===== config.mk =====
export PLATFORM = sky130hd
export DESIGN_NAME = sil_cell
export DESIGN_NICKNAME = d
export VERILOG_FILES = /design/src/rtl/sorted_insert_list_defines.svh /design/src/rtl/sil_pkg.sv /design/src/rtl/sil_cell.sv
export SDC_FILE = /design/constraint.sdc
export NUM_CORES = 1
export LEC_CHECK = 0
export ABC_AREA = 1
export BUFFER_PORTS_ARGS = -buffer_cell sky130_fd_sc_hd__buf_2
export CORE_AREA = 2 2 136 72
export DETAILED_ROUTE_END_ITERATION = 16
export DIE_AREA = 0 0 138 74
export PLACE_DENSITY = 0.75
export SETUP_SLACK_MARGIN = 0.5
export SLEW_MARGIN = 20
export SYNTH_ARGS = -nofsm -noshare
export SYNTH_HDL_FRONTEND = slang
export SYNTH_SLANG_ARGS = --single-unit

===== constraint.sdc =====
create_clock -name clk -period 5.05 [get_ports clk]
set_input_delay 0.7575 -clock clk [delete_from_list [all_inputs] [get_ports clk]]
set_output_delay 0.7575 -clock clk [all_outputs]
set_load 0.05 [all_outputs]

===== src/rtl/sorted_insert_list_defines.svh =====
// Assertion macros shared by the sorted insertion list RTL.
`ifndef SORTED_INSERT_LIST_DEFINES_SVH
`define SORTED_INSERT_LIST_DEFINES_SVH
`ifndef SYNTHESIS
// Condition and consequence checked in the same cycle.
`define SIL_ASSERT_SAME(lbl, clk_s, rst_s, ante, cons, msg) \
  lbl: assert property (@(posedge clk_s) disable iff (rst_s) (ante) |-> (cons)) else $error(msg);
// Consequence checked in the cycle after the condition.
`define SIL_ASSERT_NEXT(lbl, clk_s, rst_s, ante, cons, msg) \
  lbl: assert property (@(posedge clk_s) disable iff (rst_s) (ante) |=> (cons)) else $error(msg);
`else
`define SIL_ASSERT_SAME(lbl, clk_s, rst_s, ante, cons, msg)
`define SIL_ASSERT_NEXT(lbl, clk_s, rst_s, ante, cons, msg)
`endif
`endif


===== src/rtl/sil_pkg.sv =====
// Types, codes and helpers shared by the sorted insertion list modules.
`default_nettype none
package sil_pkg;

  // One stored list entry.
  typedef struct packed {
    logic [31:0] key;
    logic [31:0] tag;
  } sil_entry_t;

  // What one cell hands to its right neighbor every cycle.
  typedef struct packed {
    logic       after;   // new key goes at or before this cell
    sil_entry_t entry;   // entry held by this cell
  } sil_link_t;

  // Item kinds carried in tuser.
  localparam logic MODE_INSERT = 1'b0;
  localparam logic MODE_READ   = 1'b1;

  // Result status codes.
  localparam logic [1:0] ST_OK    = 2'd0;
  localparam logic [1:0] ST_FULL  = 2'd1;
  localparam logic [1:0] ST_EMPTY = 2'd2;

  // Configuration register index (paddr[2]) and reset value.
  localparam logic       REG_CAPACITY_IN_USE = 1'b0;
  localparam logic [6:0] CAPACITY_RESET      = 7'd64;

  // Read path: entries are gathered in groups of eight lanes.
  localparam int LANES  = 8;
  localparam int GROUPS = 8;

  // Signed compare of two Q16.16 keys: a < b.
  function automatic logic key_less(input logic [31:0] a, input logic [31:0] b);
    return $signed(a) < $signed(b);
  endfunction

endpackage
`default_nettype wire


===== src/rtl/sil_cell.sv =====
// One compare-and-shift cell of the sorted list chain.
`default_nettype none
module sil_cell
  import sil_pkg::*;
(
  input  wire        clk,
  input  wire        ins_en,
  input  wire        occupied,
  input  sil_entry_t new_entry,
  input  sil_link_t  left,
  output sil_link_t  right
);

  sil_entry_t stored;
  logic       after;

  // The new key lands here or to the left when this slot is empty or
  // holds a strictly greater key.
  always_comb begin
    after = !occupied || key_less(new_entry.key, stored.key);
  end

  // On insert, shift in the left neighbor's entry, or take the new one
  // where the left neighbor stays in place.
  always_ff @(posedge clk) begin
    if (ins_en && after) begin
      stored <= left.after ? left.entry : new_entry;
    end
  end

  assign right.after = after;
  assign right.entry = stored;

endmodule
`default_nettype wire


==> impl_metrics.ini <==
[run_status]
status = finished, final reports clean

[worst_setup_path]
reg2reg_depth = 12
start_kind = input port
r2r_end = right[29]
cp-startpoint = new_entry[59]
path_class = in -> out
cp-end-kind = output port
crit_end = right[64]
arrival_ps = 2440
worstPathMaxFanout = 2
crit_required_ps = 4290
r2r_slack_ps = 2560
rr_startpoint = right[59]

[detailed_routing]
drtIter0Drc = 74
vias = 2723
postRouteAntennaNets = 0
via_per_inst = 4.52
wire_per_inst_um = 14.0
wl_mm = 8.47
drt_first_pass_iters = 4
drc_errors = 0

[power_and_ir_drop]
finalPower_w = 0.00168
ir_drop_v = 0.000163
p_leak_nw = 2.37
power_density_nw_per_um2 = 340

[sta]
tightest_slew_ps = 577
final_max_slew_viol_count = 0
fmax_mhz = 313
fin_skew_ps = 5.44
setup_viol = 0
fin_crit_ps = 3190
tns_ps = 0
final.period_utilization = 0.632
rsz0062_at_grt = no
final_hold_viol_count = 0
slew_headroom = 0.615

[clock_tree]
cts_resized = 0
hold_buffers = 0
clk_path_buf_depth = 2
cts_made_buffers = 9
cts.sinks = 64
htreeDepth = 3
clkTransAtPathRegs_ps = 50
cts_tree = yes
cts_setup_buffers = 0
cts-root-buf = clkbuf_16
clk_latency_ps = 320

[synthesis]
syn_inst = 275
ys_warn_count = 0
syn_area_per_cell_sq_um = 12.8
ys_seq_area_frac = 0.545
synth.distinct_cells = 18
ys_ff_latch = 64
synth_area_sq_um = 3530
syn_nets = 438

[worst_hold_path]
hold_depth = 3
hold_class = in -> reg

[global_route]
grt_pass1_wl_mm = 12.8
grt_use_total = 0.162
grt_max_degree = 45
antenna_found_initial = 0
grt_pass1_vias = 2694
overflow = 0

[layout]
areaGrowthSynthToFinish_pct = 39.9
fin_nets = 640
design_area_sq_um = 4940
instances_no_fill = 603
nFillCells = 802
largest_reg_flops = 64
seqCellArea_sq_um = 1920
layout-drive-gt1-share = 0.583
multi_input_area_sq_um = 1420
fin_util = 0.544
num_antenna_cells = 0

[place]
io_buffer_count = 196
gp_congestion = 0.875
placed_cell_area_sq_um = 4650
dp_hpwl_mm = 6.77
placedCellCount = 587

[floorplan]
boundaryPins = 197
dieArea_sq_um = 10200
rows = 25
die_y_um = 74
initial_core_util = 0.389
core-area_sq_um = 9070
die_w_um = 138

[flow_run]
maxCapViolCount = 0
## metal layers
layer  vias up  global-route usage  share of wire
met5         -                   0              0
met4         0              0.0476         0.0060
met3         4              0.0599          0.073
met2       113               0.260           0.47
met1      1227               0.211           0.45
li1       1379                   -              -
## worst min path at each step
| stage | startpoint | to |
|---|---|---|
| global placement | left[32] | right[32] |
| global route | left[3] | right[3] |
| CTS | new_entry[0] | right[0] |
| floorplan | left[32] | right[32] |
| finish | left[32] | right[32] |
| detailed placement | left[3] | right[3] |
## worst max-delay path, stage by stage
cell and delay (ps):
buf_2 110, ha_1 300, a21oi_1 150, o21ai_0 170
nand2_1 100, nand3_1 90, nor2_1 160, a21oi_1 80
nor2_1 250, inv_1 70, buf_2 210
## cell usage after synthesis, drive strengths merged
library cell,n,share of area
edfxtp,64,0.54
nor3,3,0.0071
nand3,4,0.0057
inv,40,0.043
o21a,1,0.0021
nand2,30,0.033
a21oi,16,0.024
o21ai,5,0.0071
nor2,9,0.0096
nand4,1,0.0018
buf,8,0.012
mux2,63,0.20
ha,31,0.11
## metrics by stage
step / worst slack [ps] / hold WS [ps]
after CTS: 1850 / 723
final: 1860 / 737
after global routing: 1620 / 725
after global placement: 1850 / 1050
after floorplan: 1270 / 949
after detailed placement: 1860 / 1060
## area by class of cell
type / count / area share
flip-flops and latches: 64 / 0.389
multi-input cells: 163 / 0.288
repair buffers: 199 / 0.203
clock buffers: 10 / 0.0464
well taps: 121 / 0.0307
inverters: 40 / 0.0304
clock inverters: 6 / 0.0122
## logic make-up (layout without fill, tap and decap cells)
logic type / after synthesis / in the layout / synth area share
simple gates: 47 / 47 / 0.0567
fa+ha+maj: 31 / 31 / 0.110
flops: 64 / 64 / 0.545
compound gates: 22 / 22 / 0.0330
mux: 63 / 63 / 0.201
buf+inv: 48 / 255 / 0.0546
## cells in the final DEF, fill, tap and decap left out, drive strengths merged
cell type  synthesis  routed
bufinv             0       1
nor2               9       9
nand2             30      30
nor3               3       3
mux2              63      63
clkinvlp           0       1
clkinv             0       4
clkbuf             0      10
buf                8     199
nand3              4       4
nand4              1       1
o21ai              5       5
ha                31      31
edfxtp            64      64
inv               40      40
a21oi             16      16
o21a               1       1
## report_power, final
part	switching, W	internal, W
Clock	0.000215	0.000379
Sequential	0.0000160	0.000647
Combinational	0.000283	0.000137
Power figures use the tool's default switching activity.
