### src/rtl/sorted_insert_list_defines.svh
// Assertion macros shared by the sorted insertion list RTL.
`ifndef SORTED_INSERT_LIST_DEFINES_SVH
`define SORTED_INSERT_LIST_DEFINES_SVH
`ifndef SYNTHESIS
// Condition and consequence checked in the same cycle.
`define SIL_ASSERT_SAME(lbl, clk_s, rst_s, ante, cons, msg) \
  lbl: assert property (@(posedge clk_s) disable iff (rst_s) (ante) |-> (cons)) else $error(msg);
// Consequence checked in the cycle after the condition.
`define SIL_ASSERT_NEXT(lbl, clk_s, rst_s, ante, cons, msg) \
  lbl: assert property (@(posedge clk_s) disable iff (rst_s) (ante) |=> (cons)) else $error(msg);
`else
`define SIL_ASSERT_SAME(lbl, clk_s, rst_s, ante, cons, msg)
`define SIL_ASSERT_NEXT(lbl, clk_s, rst_s, ante, cons, msg)
`endif
`endif

### src/rtl/sil_pkg.sv
// Types, codes and helpers shared by the sorted insertion list modules.
`default_nettype none
package sil_pkg;

  // One stored list entry.
  typedef struct packed {
    logic [31:0] key;
    logic [31:0] tag;
  } sil_entry_t;

  // What one cell hands to its right neighbor every cycle.
  typedef struct packed {
    logic       after;   // new key goes at or before this cell
    sil_entry_t entry;   // entry held by this cell
  } sil_link_t;

  // Item kinds carried in tuser.
  localparam logic MODE_INSERT = 1'b0;
  localparam logic MODE_READ   = 1'b1;

  // Result status codes.
  localparam logic [1:0] ST_OK    = 2'd0;
  localparam logic [1:0] ST_FULL  = 2'd1;
  localparam logic [1:0] ST_EMPTY = 2'd2;

  // Configuration register index (paddr[2]) and reset value.
  localparam logic       REG_CAPACITY_IN_USE = 1'b0;
  localparam logic [6:0] CAPACITY_RESET      = 7'd64;

  // Read path: entries are gathered in groups of eight lanes.
  localparam int LANES  = 8;
  localparam int GROUPS = 8;

  // Signed compare of two Q16.16 keys: a < b.
  function automatic logic key_less(input logic [31:0] a, input logic [31:0] b);
    return $signed(a) < $signed(b);
  endfunction

endpackage
`default_nettype wire

### src/rtl/sil_rd_group.sv
// Registered eight-lane select for the read path of the sorted list.
`default_nettype none
module sil_rd_group
  import sil_pkg::*;
(
  input  wire                          clk,
  input  wire                          en,
  input  wire  [$clog2(LANES)-1:0]     lane_sel,
  input  sil_entry_t [LANES-1:0]       lanes,
  output sil_entry_t                   q
);

  // Capture the chosen lane when a read is taken.
  always_ff @(posedge clk) begin
    if (en) begin
      q <= lanes[lane_sel];
    end
  end

endmodule
`default_nettype wire

### config.mk
export PLATFORM = sky130hd
export DESIGN_NAME = sil_rd_group
export DESIGN_NICKNAME = d
export VERILOG_FILES = /design/src/rtl/sorted_insert_list_defines.svh /design/src/rtl/sil_pkg.sv /design/src/rtl/sil_rd_group.sv
export SDC_FILE = /design/constraint.sdc
export NUM_CORES = 1
export LEC_CHECK = 0
export BUFFER_PORTS_ARGS = -buffer_cell sky130_fd_sc_hd__buf_2
export CAP_MARGIN = 10
export CORE_AREA = 5 5 223 225
export CTS_CLUSTER_DIAMETER = 150
export DETAILED_ROUTE_END_ITERATION = 8
export DIE_AREA = 0 0 228 230
export GPL_TIMING_DRIVEN = 0
export HOLD_SLACK_MARGIN = 0.02
export PLACE_DENSITY = 0.32
export SYNTH_ARGS = -nofsm -noshare
export SYNTH_HDL_FRONTEND = slang
export SYNTH_SLANG_ARGS = --single-unit
### constraint.sdc
create_clock -name clk -period 2.66 [get_ports clk]
set_input_delay 0.266 -clock clk [delete_from_list [all_inputs] [get_ports clk]]
set_output_delay 0.266 -clock clk [all_outputs]
set_load 0.01 [all_outputs]
==> reports/qor.json <==
{
  "placed_design": {
    "hpwlAfterDp_mm": 29.5,
    "io_buffer_count": 577,
    "dp_worst_setup_slack_ns": 0.0942,
    "gp_routability_congestion": 0.796
  },
  "setup_path": {
    "critical_path.top_delay_family": "buffers and inverters",
    "path_cells": "clkbuf_1 -> buf_2 -> mux4_2 -> mux2_2",
    "cpMaxStageDelayCell": "sky130_fd_sc_hd__clkbuf_1",
    "worst_path_maximum_fanout": 10,
    "timing_worst_setup_path_type": "in2reg",
    "critical_path.endpoint_type": "register",
    "timing.critical_path.from_type": "input port",
    "cp_data_arrival_time_ns": 2.19,
    "critical_path.n_buffers_inverters": 2,
    "required_ns": 2.76,
    "critical_path_max_stage_delay_ns": 0.76
  },
  "yosys": {
    "netlist_top_cells_area": "sky130_fd_sc_hd__mux4_2 (50%), sky130_fd_sc_hd__edfxtp_1 (33%), sky130_fd_sc_hd__mux2_2 (13%)",
    "syn_area_per_cell_um2": 19.8,
    "synth-seq-area-share_pct": 33.4,
    "synthDominantCellAreaShare_pct": 50.1,
    "synthesis.yosys.warnings": 0,
    "number_of_cells_produced_by_synthesis": 291,
    "yosys.area.top_type": "sky130_fd_sc_hd__mux4_2",
    "synth-seq-cells": 64,
    "syn_nets": 808,
    "netlist_area_um2": 5750,
    "yosysUniqueCellTypes": 8
  },
  "clock_tree": {
    "clock_tree_from_tritoncts": "yes",
    "cts-buffers-inserted": 9,
    "cts_resized": 0,
    "post-cts-setup-buffer-count": 0,
    "cts_hold_repair.buffers": 0,
    "clkSlewWorstSetupHoldPaths_ns": 0.06,
    "clk_root_buffer_cell": "sky130_fd_sc_hd__clkbuf_16",
    "clk_path_buf_depth": 2,
    "htree_num_levels": 3,
    "cts.sinks": 64
  },
  "power": {
    "powerDensity_nw_per_um2": 401,
    "worst_ir_drop_vdd_mv": 0.253,
    "power_mw": 3.91,
    "leakage_nw": 4.23
  },
  "floorplan": {
    "core_area_um2": 47300,
    "number_of_core_rows": 80,
    "die_h_um": 230,
    "initial_utilization_pct": 12.2,
    "floorplan.die.width_um": 228,
    "io_pins": 581,
    "die_area_um2": 52400
  },
  "finish": {
    "largest-register": "q",
    "most-common-layout-cells": "sky130_fd_sc_hd__buf_2 (579), sky130_fd_sc_hd__mux4_2 (128), sky130_fd_sc_hd__mux2_2 (64), sky130_fd_sc_hd__edfxtp_1 (64), sky130_fd_sc_hd__buf_6 (11)",
    "largest_reg_flops": 64,
    "post_route_cells_drive_above_1_share_pct": 90.7,
    "area_delta_synth_final_pct": 69.5,
    "top_regs": "q (64)",
    "leading_cell_type_in_the_layout_fill_and_taps_excluded": "sky130_fd_sc_hd__buf_2",
    "fin_nets": 1397
  },
  "run_status": {
    "status": "completed"
  },
  "timing": {
    "drv_slew": 0,
    "totalNegativeSetupSlack_ns": 0,
    "headroom_to_the_max_slew_limit_pct": 29.8,
    "hold_violations": 0,
    "timing_worst_slew_pin_value_ns": 1.05,
    "final_worst_setup_slack_ns": 0.575,
    "min_period_over_period_pct": 78.4,
    "achievable-frequency_mhz": 480,
    "rsz0062_at_grt": "false",
    "final-setup-viol-count": 0,
    "post-route-min-period_ns": 2.09
  },
  "global_routing": {
    "grt_first_pass_wirelength_mm": 47.9,
    "antenna_found_initial": 7,
    "final_global_route_overflow_total": 0,
    "grt_util_all_layers_pct": 12.5,
    "vias_in_the_first_global_route": 6793,
    "grt_max_degree": 41
  },
  "detailed_routing": {
    "routed-via-count": 5800,
    "detail_route.drc_violations": 0,
    "vias_per_cell": 3.86,
    "drt_pass_1_iters": 4,
    "drt_iter0_markers": 244,
    "detail_route.wirelength_mm": 34.0,
    "routed_wire_length_per_instance_um": 22.6,
    "postRouteAntennaNets": 0
  },
  "min_path": {
    "whs_path_depth": 1,
    "min_from": "en",
    "hold_end": "q[44]$_DFFE_PP_",
    "min_path_type": "in2reg"
  },
  "job": {
    "max_cap_viols": 0
  }
}
-- report_power, final --
group          internal (mW)  switching [mW]
clock                  0.736           0.552
combinational          0.774           0.563
sequential              1.26          0.0238
total                   2.77            1.14
-- Yosys cell counts, drive strengths merged --
cell type	number
edfxtp	64
mux4	128
buf	27
clkbuf	8
mux2	64
-- logic make-up after synthesis --
| family | share of synthesized area, % |
|---|---|
| buffers and inverters | 3.98 |
| DFF | 33.4 |
| muxes | 62.6 |
-- metrics by stage --
step / utilization, % / hold slack (ns) / area (µm²) / std cells
6_report: 20.6 / 0.377 / 9750 / 1503
5_1_grt: 20.6 / 0.377 / 9750 / 1502
4_1_cts: 20.6 / 0.372 / 9750 / 1500
3_5_place_dp: 19.9 / 0.683 / 9440 / 1484
3_3_place_gp: 19.9 / 0.687 / 9410 / 1483
2_1_floorplan: - / 0.378 / 5750 / 291
-- worst max path at each step --
stage | depth (start not counted) | start | slack, ns | endpoint
after floorplan | 4 | lane_sel[0] | 1.01 | q[43]$_DFFE_PP_
after global placement | 4 | lane_sel[2] | 0.1 | q[48]$_DFFE_PP_
after detailed placement | 3 | lane_sel[1] | 0.09 | q[6]$_DFFE_PP_
after CTS | 4 | lane_sel[2] | 0.50 | q[48]$_DFFE_PP_
after global routing | 4 | lane_sel[2] | 0.48 | q[48]$_DFFE_PP_
final | 4 | lane_sel[2] | 0.57 | q[48]$_DFFE_PP_
-- routing by layer --
metal	track usage (%)	vias to the layer above	share of wire, %
met5	0	-	0.13
met4	3.27	6	1.7
met3	4.69	32	8.4
met2	22.3	360	51
met1	14.2	2859	39
li1	-	2543	-
-- final cells by class --
class	count	area, µm²
antenna	3	7.51
buffer	35	229
clock buffer	9	225
clock inverter	7	80.1
fill	5252	37600
multi-input combinational	192	3600
sequential	64	1920
tap	615	769
timing repair buffer	578	2920
No activity file was read; power rests on OpenSTA's default activity.
